==> src/sv/hevm_pkg.sv <==
// Shared types, request codes and envelope tables of the haptic envelope voice mixer.
package hevm_pkg;

    // Default sizing, handed to the top-level parameters.
    localparam int VOICES_PER_PAD_DEF = 4;
    localparam int PAD_COUNT_DEF      = 2;

    // Fixed field widths and limits.
    localparam int POS_W         = 6;
    localparam int PAT_W         = 3;
    localparam int GAIN_W        = 8;
    localparam int FRAMES_W      = 4;
    localparam int INT_W         = 8;
    localparam int NUM_PATTERNS  = 6;
    localparam logic [INT_W-1:0] INTENSITY_MAX = 8'd254;

    // Request codes.
    localparam logic [1:0] REQ_TICK   = 2'd0;
    localparam logic [1:0] REQ_START  = 2'd1;
    localparam logic [1:0] REQ_STOP   = 2'd2;
    localparam logic [1:0] REQ_UNUSED = 2'd3;

    // Envelope codes.
    localparam logic [PAT_W-1:0] PAT_SHORT  = 3'd0;
    localparam logic [PAT_W-1:0] PAT_MEDIUM = 3'd1;
    localparam logic [PAT_W-1:0] PAT_LONG   = 3'd2;
    localparam logic [PAT_W-1:0] PAT_STROBE = 3'd3;
    localparam logic [PAT_W-1:0] PAT_BLOWER = 3'd4;
    localparam logic [PAT_W-1:0] PAT_CHOP   = 3'd5;

    // One word of the voice memory.
    typedef struct packed {
        logic [PAT_W-1:0]  pattern;
        logic [POS_W-1:0]  position;
        logic [GAIN_W-1:0] gain;
    } voice_entry_t;

    // Outcome of advancing one voice by one tick.
    typedef struct packed {
        logic              keep;
        logic              have;
        logic [POS_W-1:0]  position;
        logic [INT_W-1:0]  amount;
    } voice_step_t;

    // Number of entries in each envelope.
    function automatic logic [POS_W-1:0] env_len(input logic [PAT_W-1:0] pat);
        logic [POS_W-1:0] len;
        unique case (pat)
            PAT_SHORT:  len = 6'd8;
            PAT_MEDIUM: len = 6'd16;
            PAT_LONG:   len = 6'd27;
            PAT_STROBE: len = 6'd52;
            PAT_BLOWER: len = 6'd6;
            PAT_CHOP:   len = 6'd6;
            default:    len = 6'd0;
        endcase
        return len;
    endfunction

    // Envelope entry at a given index; indexes past the end read as zero.
    function automatic logic [INT_W-1:0] env_entry(input logic [PAT_W-1:0] pat,
                                                   input logic [POS_W-1:0] idx);
        logic [INT_W-1:0] val;
        val = 8'd0;
        unique case (pat)
            PAT_SHORT:
            begin
                if (idx == 6'd0 || idx == 6'd7)
                    val = 8'd64;
                else if (idx == 6'd1 || idx == 6'd6)
                    val = 8'd128;
                else if (idx < 6'd8)
                    val = 8'd255;
            end
            PAT_MEDIUM:
            begin
                if (idx == 6'd0 || idx == 6'd14)
                    val = 8'd64;
                else if (idx == 6'd1 || idx == 6'd15)
                    val = 8'd128;
                else if (idx < 6'd16)
                    val = 8'd255;
            end
            PAT_LONG:
            begin
                if (idx == 6'd0 || idx == 6'd26)
                    val = 8'd64;
                else if (idx == 6'd1 || idx == 6'd25)
                    val = 8'd128;
                else if (idx < 6'd27)
                    val = 8'd255;
            end
            PAT_STROBE:
            begin
                // Runs of four: low, mid, high, mid, repeating every sixteen.
                if (idx < 6'd52)
                begin
                    unique case (idx[3:2])
                        2'd0:    val = 8'd64;
                        2'd2:    val = 8'd255;
                        default: val = 8'd128;
                    endcase
                end
            end
            PAT_BLOWER:
            begin
                unique case (idx)
                    6'd0:    val = 8'd20;
                    6'd1:    val = 8'd40;
                    6'd2:    val = 8'd15;
                    6'd3:    val = 8'd50;
                    6'd4:    val = 8'd30;
                    6'd5:    val = 8'd40;
                    default: val = 8'd0;
                endcase
            end
            PAT_CHOP:
            begin
                if (idx < 6'd3)
                    val = 8'd255;
                else if (idx < 6'd6)
                    val = 8'd200;
            end
            default: val = 8'd0;
        endcase
        return val;
    endfunction

endpackage

==> src/sv/haptic_envelope_voice_mixer_top.sv <==
// Top level of the haptic envelope voice mixer: voice memory, tick walk and pad sums.
//
// A word is accepted when start is high and busy is low. Start and stop-all
// words, and the unused request code, finish at that edge and raise done in
// the next cycle with the pad intensities on the result ports. A tick word
// walks the voice memory one voice per cycle through a three-stage read,
// envelope and multiply-accumulate pipe and keeps busy high until the last
// voice has left the multiply-accumulate stage; busy then falls and done rises
// at the same edge. The single voice memory and the shared 8x8 multiplier
// serve every voice in turn. done is high for exactly one cycle per accepted
// word and the receiver cannot stall it; the intensity ports hold their values
// until the next word changes them.
module haptic_envelope_voice_mixer_top
#(
    parameter int VOICES_PER_PAD = hevm_pkg::VOICES_PER_PAD_DEF,
    parameter int PAD_COUNT      = hevm_pkg::PAD_COUNT_DEF
)
(
    input  logic       clk,
    input  logic       rst_n,
    input  logic       start,
    output logic       busy,
    input  logic [1:0] req_type,
    input  logic       pad_sel,
    input  logic [2:0] pattern,
    input  logic [7:0] gain,
    input  logic [3:0] frames,
    input  logic [1:0] victim_slot,
    output logic       done,
    output logic [7:0] intensity_pad0,
    output logic [7:0] intensity_pad1
);

    localparam int TOTAL   = PAD_COUNT * VOICES_PER_PAD;
    localparam int ADDR_W  = (TOTAL > 1) ? $clog2(TOTAL) : 1;
    localparam int VOICE_W = (VOICES_PER_PAD > 1) ? $clog2(VOICES_PER_PAD) : 1;
    localparam int PAD_W   = (PAD_COUNT > 1) ? $clog2(PAD_COUNT) : 1;

    localparam logic ST_IDLE = 1'b0;
    localparam logic ST_TICK = 1'b1;

    logic                       state_reg;
    logic                       done_reg;
    logic                       accept;
    logic [TOTAL-1:0]           active_reg;
    logic [7:0]                 pad_int_reg [PAD_COUNT];
    logic [hevm_pkg::FRAMES_W-1:0] frames_reg;

    // Voice memory: pattern, position and gain of each voice.
    hevm_pkg::voice_entry_t     voice_mem [TOTAL];
    hevm_pkg::voice_entry_t     rdata_reg;

    // Issue stage of the tick walk.
    logic                       iss_vld_reg;
    logic [ADDR_W-1:0]          iss_addr_reg;
    logic [VOICE_W-1:0]         iss_voice_reg;
    logic [PAD_W-1:0]           iss_pad_reg;
    logic                       iss_last;
    logic                       iss_final;

    // Envelope stage.
    logic                       s1_vld_reg;
    logic [ADDR_W-1:0]          s1_addr_reg;
    logic [PAD_W-1:0]           s1_pad_reg;
    logic                       s1_last_reg;
    logic                       s1_final_reg;
    logic                       s1_active;
    hevm_pkg::voice_step_t      s1_step;

    // Multiply and accumulate stage.
    logic                       s2_vld_reg;
    logic                       s2_have_reg;
    logic [7:0]                 s2_amount_reg;
    logic [7:0]                 s2_gain_reg;
    logic [PAD_W-1:0]           s2_pad_reg;
    logic                       s2_last_reg;
    logic                       s2_final_reg;
    logic [15:0]                s2_product;
    logic [8:0]                 s2_total;
    logic [7:0]                 sum_next;
    logic [7:0]                 sum_reg;

    // Start slot selection.
    logic                       start_ok;
    logic [ADDR_W-1:0]          pad_base;
    logic                       slot_found;
    logic [VOICE_W-1:0]         slot_v;
    logic [4:0]                 victim_mod;
    logic [ADDR_W-1:0]          start_addr;

    assign accept = start && (state_reg == ST_IDLE);
    assign busy   = (state_reg == ST_TICK);
    assign done   = done_reg;

    assign intensity_pad0 = pad_int_reg[0];
    generate
        if (PAD_COUNT > 1)
        begin : g_pad1
            assign intensity_pad1 = pad_int_reg[1];
        end
        else
        begin : g_no_pad1
            assign intensity_pad1 = '0;
        end
    endgenerate

    // A start names an existing pad and a known envelope.
    assign start_ok = (pattern < 3'(hevm_pkg::NUM_PATTERNS)) &&
                      ((PAD_COUNT > 1) || !pad_sel);
    assign pad_base = pad_sel ? ADDR_W'(VOICES_PER_PAD) : '0;

    // First idle voice of the selected pad; lowest index wins.
    always_comb
    begin
        slot_found = 1'b0;
        slot_v     = '0;
        for (int v = VOICES_PER_PAD - 1; v >= 0; v--)
        begin
            if (!active_reg[pad_base + ADDR_W'(v)])
            begin
                slot_found = 1'b1;
                slot_v     = VOICE_W'(v);
            end
        end
    end

    // Victim slot reduced modulo the voice count; it never exceeds three.
    always_comb
    begin
        victim_mod = 5'(victim_slot);
        for (int i = 0; i < 3; i++)
        begin
            if (victim_mod >= 5'(VOICES_PER_PAD))
                victim_mod = victim_mod - 5'(VOICES_PER_PAD);
        end
    end

    assign start_addr = pad_base + (slot_found ? ADDR_W'(slot_v) : ADDR_W'(victim_mod));

    // Control state and handshake.
    always_ff @(posedge clk or negedge rst_n)
    begin
        if (!rst_n)
        begin
            state_reg <= ST_IDLE;
            done_reg  <= 1'b0;
        end
        else
        begin
            done_reg <= 1'b0;
            if (accept)
            begin
                if (req_type == hevm_pkg::REQ_TICK)
                    state_reg <= ST_TICK;
                else
                    done_reg <= 1'b1;
            end
            else if (s2_vld_reg && s2_final_reg)
            begin
                state_reg <= ST_IDLE;
                done_reg  <= 1'b1;
            end
        end
    end

    always_ff @(posedge clk)
    begin
        if (accept && req_type == hevm_pkg::REQ_TICK)
            frames_reg <= frames;
    end

    // Issue counters walk every voice once per tick.
    assign iss_last  = (iss_voice_reg == VOICE_W'(VOICES_PER_PAD - 1));
    assign iss_final = iss_last && (iss_pad_reg == PAD_W'(PAD_COUNT - 1));

    always_ff @(posedge clk or negedge rst_n)
    begin
        if (!rst_n)
        begin
            iss_vld_reg   <= 1'b0;
            iss_addr_reg  <= '0;
            iss_voice_reg <= '0;
            iss_pad_reg   <= '0;
        end
        else if (accept && req_type == hevm_pkg::REQ_TICK)
        begin
            iss_vld_reg   <= 1'b1;
            iss_addr_reg  <= '0;
            iss_voice_reg <= '0;
            iss_pad_reg   <= '0;
        end
        else if (iss_vld_reg)
        begin
            iss_addr_reg <= iss_addr_reg + 1'b1;
            if (iss_final)
                iss_vld_reg <= 1'b0;
            if (iss_last)
            begin
                iss_voice_reg <= '0;
                iss_pad_reg   <= iss_pad_reg + 1'b1;
            end
            else
            begin
                iss_voice_reg <= iss_voice_reg + 1'b1;
            end
        end
    end

    // Pipe valid flags.
    always_ff @(posedge clk or negedge rst_n)
    begin
        if (!rst_n)
        begin
            s1_vld_reg <= 1'b0;
            s2_vld_reg <= 1'b0;
        end
        else
        begin
            s1_vld_reg <= iss_vld_reg;
            s2_vld_reg <= s1_vld_reg;
        end
    end

    // Voice memory: read during the walk; written by a start or by the write-back.
    always_ff @(posedge clk)
    begin
        if (iss_vld_reg)
            rdata_reg <= voice_mem[iss_addr_reg];
        if (accept && req_type == hevm_pkg::REQ_START && start_ok)
            voice_mem[start_addr] <= '{pattern: pattern, position: '0, gain: gain};
        else if (s1_vld_reg && s1_active)
            voice_mem[s1_addr_reg] <= '{pattern:  rdata_reg.pattern,
                                        position: s1_step.position,
                                        gain:     rdata_reg.gain};
    end

    always_ff @(posedge clk)
    begin
        s1_addr_reg  <= iss_addr_reg;
        s1_pad_reg   <= iss_pad_reg;
        s1_last_reg  <= iss_last;
        s1_final_reg <= iss_final;
    end

    // Envelope step of the voice just read.
    hevm_voice_step u_step
    (
        .entry  (rdata_reg),
        .frames (frames_reg),
        .step   (s1_step)
    );

    assign s1_active = active_reg[s1_addr_reg];

    // Active flags: set by a start, cleared by stop-all or an ended envelope.
    always_ff @(posedge clk or negedge rst_n)
    begin
        if (!rst_n)
        begin
            active_reg <= '0;
        end
        else if (accept && req_type == hevm_pkg::REQ_STOP)
        begin
            active_reg <= '0;
        end
        else if (accept && req_type == hevm_pkg::REQ_START && start_ok)
        begin
            active_reg[start_addr] <= 1'b1;
        end
        else if (s1_vld_reg && s1_active && !s1_step.keep)
        begin
            active_reg[s1_addr_reg] <= 1'b0;
        end
    end

    always_ff @(posedge clk)
    begin
        s2_have_reg   <= s1_vld_reg && s1_active && s1_step.have;
        s2_amount_reg <= s1_step.amount;
        s2_gain_reg   <= rdata_reg.gain;
        s2_pad_reg    <= s1_pad_reg;
        s2_last_reg   <= s1_last_reg;
        s2_final_reg  <= s1_final_reg;
    end

    // Scaled contribution added to the running pad sum, saturating as it goes.
    assign s2_product = s2_have_reg ? (16'(s2_amount_reg) * 16'(s2_gain_reg)) : '0;
    assign s2_total   = {1'b0, sum_reg} + {1'b0, s2_product[15:8]};
    assign sum_next   = (s2_total > {1'b0, hevm_pkg::INTENSITY_MAX}) ?
                        hevm_pkg::INTENSITY_MAX : s2_total[7:0];

    always_ff @(posedge clk or negedge rst_n)
    begin
        if (!rst_n)
        begin
            sum_reg <= '0;
            for (int p = 0; p < PAD_COUNT; p++)
                pad_int_reg[p] <= '0;
        end
        else if (accept && req_type == hevm_pkg::REQ_STOP)
        begin
            sum_reg <= '0;
            for (int p = 0; p < PAD_COUNT; p++)
                pad_int_reg[p] <= '0;
        end
        else if (s2_vld_reg)
        begin
            if (s2_last_reg)
            begin
                pad_int_reg[s2_pad_reg] <= sum_next;
                sum_reg                 <= '0;
            end
            else
            begin
                sum_reg <= sum_next;
            end
        end
    end

    // Any accepted non-tick word is answered in the very next cycle.
    assert property (@(posedge clk) disable iff (!rst_n)
        (accept && req_type != hevm_pkg::REQ_TICK) |=> done)
        else $error("non-tick word not answered in the next cycle");

    // A tick walk only starts from an accepted tick word.
    assert property (@(posedge clk) disable iff (!rst_n)
        $rose(busy) |-> $past(start) && $past(req_type) == hevm_pkg::REQ_TICK)
        else $error("tick walk started without a tick word");

    // The pipe only carries voices while a tick is in progress.
    assert property (@(posedge clk) disable iff (!rst_n)
        (s1_vld_reg || s2_vld_reg) |-> busy)
        else $error("pipe active outside a tick");

    // Reported intensities never exceed the saturation limit.
    assert property (@(posedge clk) disable iff (!rst_n)
        done |-> (intensity_pad0 <= hevm_pkg::INTENSITY_MAX) &&
                 (intensity_pad1 <= hevm_pkg::INTENSITY_MAX))
        else $error("intensity above saturation limit");

endmodule

==> src/sv/hevm_voice_step.sv <==
// Advances one voice along its envelope by the tick's frame count.
module hevm_voice_step
(
    input  hevm_pkg::voice_entry_t           entry,
    input  logic [hevm_pkg::FRAMES_W-1:0]   frames,
    output hevm_pkg::voice_step_t            step
);

    logic [hevm_pkg::POS_W:0]   target;
    logic [hevm_pkg::POS_W-1:0] len;

    assign len    = hevm_pkg::env_len(entry.pattern);
    assign target = {1'b0, entry.position} + (hevm_pkg::POS_W + 1)'(frames);

    // A zero tick leaves the voice alone; running past the end retires it.
    always_comb
    begin
        step.keep     = 1'b1;
        step.have     = 1'b0;
        step.position = entry.position;
        step.amount   = '0;
        if (frames == '0)
        begin
            step.keep = 1'b1;
        end
        else if (target > {1'b0, len})
        begin
            step.keep     = 1'b0;
            step.position = len;
        end
        else
        begin
            step.have     = 1'b1;
            step.position = target[hevm_pkg::POS_W-1:0];
            step.amount   = hevm_pkg::env_entry(entry.pattern,
                                                target[hevm_pkg::POS_W-1:0] - 6'd1);
        end
    end

endmodule
==> config.mk <==
export PLATFORM = sky130hd
export DESIGN_NAME = haptic_envelope_voice_mixer_top
export DESIGN_NICKNAME = d
export VERILOG_FILES = /design/src/sv/hevm_pkg.sv /design/src/sv/haptic_envelope_voice_mixer_top.sv /design/src/sv/hevm_voice_step.sv
export SDC_FILE = /design/constraint.sdc
export NUM_CORES = 1
export LEC_CHECK = 0
export BUFFER_PORTS_ARGS = -buffer_cell sky130_fd_sc_hd__buf_2
export CAP_MARGIN = 30
export CORE_MARGIN = 5
export CORE_UTILIZATION = 54
export CTS_CLUSTER_SIZE = 30
export DETAILED_ROUTE_END_ITERATION = 16
export PLACE_DENSITY_LB_ADDON = 0.1
export SLEW_MARGIN = 20
export SYNTH_ARGS = -nofsm -noshare
export SYNTH_HDL_FRONTEND = slang
export SYNTH_SLANG_ARGS = --single-unit
==> constraint.sdc <==
create_clock -name clk -period 11.4 [get_ports clk]
set_clock_uncertainty 0.1 [all_clocks]
set_input_delay 2.28 -clock clk [delete_from_list [all_inputs] [get_ports clk]]
set_output_delay 2.28 -clock clk [all_outputs]
set_load 0.03 [all_outputs]
* Yosys cells after proc, flatten, opt, wreduce, memory -nomap -nowiden
Memory sizes are Yosys's and may differ from the RTL's. A register that Yosys moved wholly into a read port is not among the register bits.
Cells that the tools add are included.
** Word-level totals
- Memories kept :: 1
- Register bits after elaboration :: 73
- Output and inout port bits :: 18
- Bits of input ports :: 23
- Logic and storage cells :: 202
- Memory bits (writable) :: 136
** Memory list
- voice_mem :: words 8, width 17, read ports 1, clocked after Yosys merged registers in 1, write ports 1, line haptic_envelope_voice_mixer_top.sv:50 : hevm_pkg::voice_entry_t voice_mem [TOTAL];
** Cells by class
- Multipliers :: 1
- Add/sub/neg operators :: 10
- Magnitude comparators :: 19
- Multiplexer cells :: 84
- Bitwise operators :: 5
- Equality and inequality tests :: 21
- Reductions and logical operators :: 38
** Operator list (number)
- 8-bit 2-to-1 mux :: 21
- 16-bit 2-to-1 mux :: 4
- 6-bit case mux with 5 select lines :: 2
- 8-bit case mux with 6 select lines :: 1
- 1-bit 2-to-1 mux :: 31
- 6-bit by 3-bit == test with 1-bit output (second input constant) :: 4
- 3-bit by 4-bit < comparator with 1-bit output (second input constant) :: 6
- 17-bit 2-to-1 mux :: 1
- 17-bit OR reduction :: 1
- 16-bit bitwise mux :: 1
- 8-bit by 8-bit multiplier with 16-bit output :: 1
- 2-bit 2-to-1 mux :: 8
- 8-bit case mux with 2 select lines :: 1
- 1-bit binary-select mux with 3-bit select :: 5
- 15-bit 2-to-1 mux :: 1
- 1-bit logical AND :: 13
- 6-bit by 2-bit == test with 1-bit output (second input constant) :: 2
- 6-bit by 4-bit == test with 1-bit output (second input constant) :: 2
- 6-bit by 5-bit == test with 1-bit output (second input constant) :: 2
- 6-bit by 5-bit < comparator with 1-bit output (second input constant) :: 2
- 3-bit 2-to-1 mux :: 4
- 2-bit nonzero test :: 5
- 8-bit by 8-bit adder with 9-bit output :: 1
- 9-bit by 8-bit > comparator with 1-bit output (second input constant) :: 1
- 40 further kinds :: 58

* Longest topological paths before layout
- Depth in word-level cells :: 17
- Gate-level depth with buffers :: 24
- Gate-level depth less buffers :: 24

* Hierarchy
From an unflattened synthesis, not the netlist that was laid out.
** Unflattened totals
- Cell total of the unflattened synthesis :: 962
- Area total of the unflattened synthesis :: 12294.3 um^2
** By module, submodules not included
- haptic_envelope_voice_mixer_top :: seq. area each 6311.1 um^2, cells each 769, area an instance 10976.8 um^2, instances 1
- hevm_voice_step :: seq. area each 0.0 um^2, cells each 193, area an instance 1317.5 um^2, instances 1

* Worst setup path after synthesis
Ideal clock, no wire load.
- Path kind :: register to register
- Start :: reg s2_gain_reg[7]
- End :: reg pad_int_reg (netlist bit intensity_pad0[0])
- Data required time :: 11.222 ns
- Library setup time :: 0.078 ns
- Setup slack :: 5.715 ns
- Path buffers :: 0
- Arrival :: 5.507 ns
- Stages on the path, launching flop included :: 21
- Clock period less this slack :: 5.685 ns
- Path through :: dfxtp_1 -> nand2_1 -> fa_1 -> fa_1 -> inv_1 -> fa_1 -> fa_1 -> ha_1 -> a21o_1 -> a31oi_1 -> o21ai_0 -> a2111oi_0 -> nor2_1 -> a21oi_1 -> mux2i_1 -> ha_1 -> or2_2 -> a21o_1 -> a41oi_1 -> nand3_1 -> a21oi_1
** Between the ends
- Cells in the longest elaborated chain, start to end :: 9
** Ends and longest elaborated chain
- from (decl) :: line haptic_envelope_voice_mixer_top.sv:74 : logic [7:0] s2_gain_reg;
- from (signal assigned) :: line haptic_envelope_voice_mixer_top.sv:280 : s2_gain_reg <= rdata_reg.gain;
- 8-bit by 8-bit multiplier with 16-bit output * :: line haptic_envelope_voice_mixer_top.sv:287 : assign s2_product = s2_have_reg ? (16'(s2_amount_reg) * 16'(s2_gain_reg)) : '0;
- 16-bit 2-to-1 mux * :: line haptic_envelope_voice_mixer_top.sv:287
- 8-bit by 8-bit adder with 9-bit output * :: line haptic_envelope_voice_mixer_top.sv:288 : assign s2_total = {1'b0, sum_reg} + {1'b0, s2_product[15:8]};
- 9-bit by 8-bit > comparator with 1-bit output :: line haptic_envelope_voice_mixer_top.sv:289 : assign sum_next = (s2_total > {1'b0, hevm_pkg::INTENSITY_MAX}) ?
- 8-bit 2-to-1 mux * :: line haptic_envelope_voice_mixer_top.sv:289
- 16-bit bitwise mux * :: line haptic_envelope_voice_mixer_top.sv:310 : pad_int_reg[s2_pad_reg] <= sum_next;
- 16-bit 2-to-1 mux * :: line haptic_envelope_voice_mixer_top.sv:308 : if (s2_last_reg)
- 16-bit 2-to-1 mux * :: line haptic_envelope_voice_mixer_top.sv:306 : else if (s2_vld_reg)
- 16-bit 2-to-1 mux * :: line haptic_envelope_voice_mixer_top.sv:300 : else if (accept && req_type == hevm_pkg::REQ_STOP)
- to (signal, indexed assignment) :: line haptic_envelope_voice_mixer_top.sv:310
- to (decl) :: line haptic_envelope_voice_mixer_top.sv:46 : logic [7:0] pad_int_reg [PAD_COUNT];
Every way passes the cells marked *; elsewhere a longest branch is shown, timed or not. The select of a mux whose other input is x is not followed.
A chain may end at the register's enable or synchronous reset.

* Worst setup path after layout
Same ends and word-level chain as after synthesis.

==> impl_metrics.json <==
{
  "synth_compound_area_frac": 0.0989,
  "dpl_worst_slack_ns": 5.09,
  "grt_pass1_vias": 7725,
  "num_io_pins": 41,
  "rsz0062_at_grt": "no",
  "setup_tns_ns": 0,
  "yosysSeqAreaShare": 0.517,
  "yosys-top-cells-count": "edfxtp_1, nor2_1, and2_1, ha_1, a21oi_1",
  "synthDistinctLibCells": 81,
  "grt_pass1_wl_um": 41900,
  "crit_required_ns": 11.74,
  "synthAdderAreaFrac": 0.119,
  "hold_viol": 0,
  "fillers": 1753,
  "hold_path_class": "reg -> reg",
  "arrival_ns": 6.62,
  "overflow": 0,
  "drt-pass1-iter-count": 5,
  "yosysWarnings": 0,
  "syn-cell-area_mm2": 0.0122,
  "dieArea_mm2": 0.0257,
  "cts-root-buf": "clkbuf_16",
  "max-cap-violations": 0,
  "path_class": "reg -> reg",
  "vias": 7626,
  "grt_start_max_net_pins": 37,
  "ff2ff_setup_slack_ns": 5.12,
  "start_kind": "flip-flop",
  "async_reset_ff_frac": 0.190,
  "cp_cell_sequence": "nand2_1, fa_1, fa_1, inv_1, fa_1, fa_1, ha_1, a21o_1, a31oi_1, o21ai_0, a2111oi_0, nor2_1, a21oi_1, mux2i_1, ha_1, o21a_1, a21o_1, a21o_1, a41oi_1, nand3_1, a21oi_1",
  "hpwlAfterDp_um": 17500,
  "period_share": 0.551,
  "final_util": 0.605,
  "r2r-start": "s2_gain_reg[7]$_DFF_P_",
  "netlist.area_leader.share": 0.387,
  "endpoint_kind": "flip-flop",
  "via_per_inst": 5.87,
  "max_stage_delay_ns": 0.54,
  "wl_per_cell_um": 19.7,
  "synth_top_family_by_area": "adder cells",
  "rows": 55,
  "startpoint": "s2_gain_reg[7]$_DFF_P_",
  "clk_latency_ns": 0.54,
  "synthMostInstantiatedCell": "edfxtp_1",
  "crit_buf_inv": 1,
  "synth_nets": 1067,
  "ir_drop_mv": 0.164,
  "die_h_um": 160,
  "drt-total-wl_um": 25700,
  "crit_top_cell": "fa_1",
  "ctsHtreeMaxLevel": 1,
  "clk_pin_slew_ns": 0.06,
  "synth_area_per_cell_um2": 12.8,
  "synth_ff_type": "edfxtp_1",
  "ys_ff_latch": 226,
  "design.core.area_mm2": 0.0224,
  "p_per_area_mw_per_mm2": 275,
  "clk_path_buf_depth": 3,
  "worst_slew_pin_slew_ns": 0.909,
  "p_total_w": 0.00374,
  "min_period_ns": 6.28,
  "start_util": 0.544,
  "fin_nets": 1114,
  "die_w_um": 160,
  "synthXorXnorAreaFrac": 0.0168,
  "ant_nets": 0,
  "setup_slack_ns": 5.12,
  "synthMuxAreaShare": 0.102,
  "ctsHoldBuffers": 0,
  "post_cts_buffers": 0,
  "drt_iter0_markers": 530,
  "crit_slowest_cell": "fa_1",
  "cts_sinks": 226,
  "synthSimpleGateAreaFrac": 0.118,
  "crit_fanout": 12,
  "post_cts_resized": 0,
  "fmax_mhz": 159,
  "holdCritStartpoint": "s1_final_reg$_DFF_P_",
  "port-buffer-count": 40,
  "syn_inst": 950,
  "synthTopCellsByArea": "edfxtp_1, dfrtp_1, mux4_2",
  "grtUsageTotal": 0.203,
  "setup_viol": 0,
  "drc_errors": 0,
  "cts_tree": "yes",
  "drv_slew": 0,
  "p_leak_nw": 5.34,
  "status": "finished, final reports clean",
  "seq_area_mm2": 0.00631,
  "antenna_found_initial": 0,
  "area_growth_pct": 11.3,
  "relSlewSlack": 0.391,
  "largest_reg_flops": 136,
  "multi_input_area_mm2": 0.00556,
  "cts_buffers": 24,
  "critPathTopFamily": "adder cells",
  "synth_edf_count": 157,
  "drive_gt1_frac": 0.180,
  "synth_top_area_cell": "edfxtp_1",
  "place_congestion": 0.896
}
worst reg2reg max path, stage by stage, from the launching register on:
cell and delay (ns):
dfxtp_1 0.44, nand2_1 0.11, fa_1 0.52, fa_1 0.54
inv_1 0.06, fa_1 0.50, fa_1 0.49, ha_1 0.32
a21o_1 0.15, a31oi_1 0.25, o21ai_0 0.19, a2111oi_0 0.54
nor2_1 0.15, a21oi_1 0.20, mux2i_1 0.20, ha_1 0.26
o21a_1 0.13, a21o_1 0.18, a21o_1 0.28, a41oi_1 0.31
nand3_1 0.12, a21oi_1 0.17
final cells by class:
cell class | count | area share
clock inverters | 7 | 0.0102
well taps | 285 | 0.0263
flip-flops and latches | 226 | 0.465
multi-input cells | 636 | 0.410
diodes | 1 | 0.000184
repair buffers | 56 | 0.0251
inverters | 53 | 0.0147
clock buffers | 36 | 0.0490
cells in the final DEF, fill, tap and decap left out, drive strengths merged, types with 13 or more instances in the layout:
| cell type | instances |
|---|---|
| edfxtp | 157 |
| nor2 | 59 |
| and2 | 58 |
| ha | 57 |
| a21oi | 57 |
| buf | 56 |
| nand2 | 54 |
| inv | 54 |
| dfrtp | 43 |
| fa | 37 |
| mux4 | 36 |
| o21ai | 36 |
| clkbuf | 36 |
| mux2 | 29 |
| dfxtp | 26 |
| a211oi | 17 |
| nand3 | 17 |
| a21o | 16 |
| nand2b | 16 |
| nor3 | 13 |
final timing paths:
kind / cells past startpoint / to
min reg2reg: 0 / s2_final_reg$_DFF_P_
max in group asynchronous: 2 / s2_vld_reg$_DFF_PN0_
min in group asynchronous: 1 / iss_voice_reg[1]$_DFFE_PN0P_
min: 0 / s2_final_reg$_DFF_P_
max reg2reg: 21 / intensity_pad0[0]$_DFFE_PN0P_
max: 21 / intensity_pad0[0]$_DFFE_PN0P_
kinds of logic after synthesis:
logic type / count (synthesis)
AO/OA/AOI/OAI: 178
XOR/XNOR: 18
adder cells (fa/ha/maj): 94
buffers and inverters: 88
flip-flops: 226
multiplexers: 76
AND/OR/NAND/NOR: 270
metrics by stage:
step                hold WS (ns)  instance area, µm²  std cells
finish                     0.225               13600       1300
global route               0.249               13600       1299
floorplan                  0.210               12200        950
detailed placement         0.212               12800       1256
CTS                        0.225               13600       1299
global placement           0.211               12700       1254
routing by layer:
metal,global-route usage,part of all wire,wire length [µm]
met1,0.283,0.45,11400
met3,0.0261,0.041,1050
met4,0.0512,0.024,618
met5,0,0,0
met2,0.343,0.49,12600
report_power, final:
part | total, W | internal (W) | switching, W | leakage [nW]
combinational | 0.00168 | 0.000677 | 0.00100 | 2.75
sequential | 0.00128 | 0.00111 | 0.000167 | 2.20
clock | 0.000783 | 0.000474 | 0.000309 | 0.386
Power figures use the tool's default switching activity.
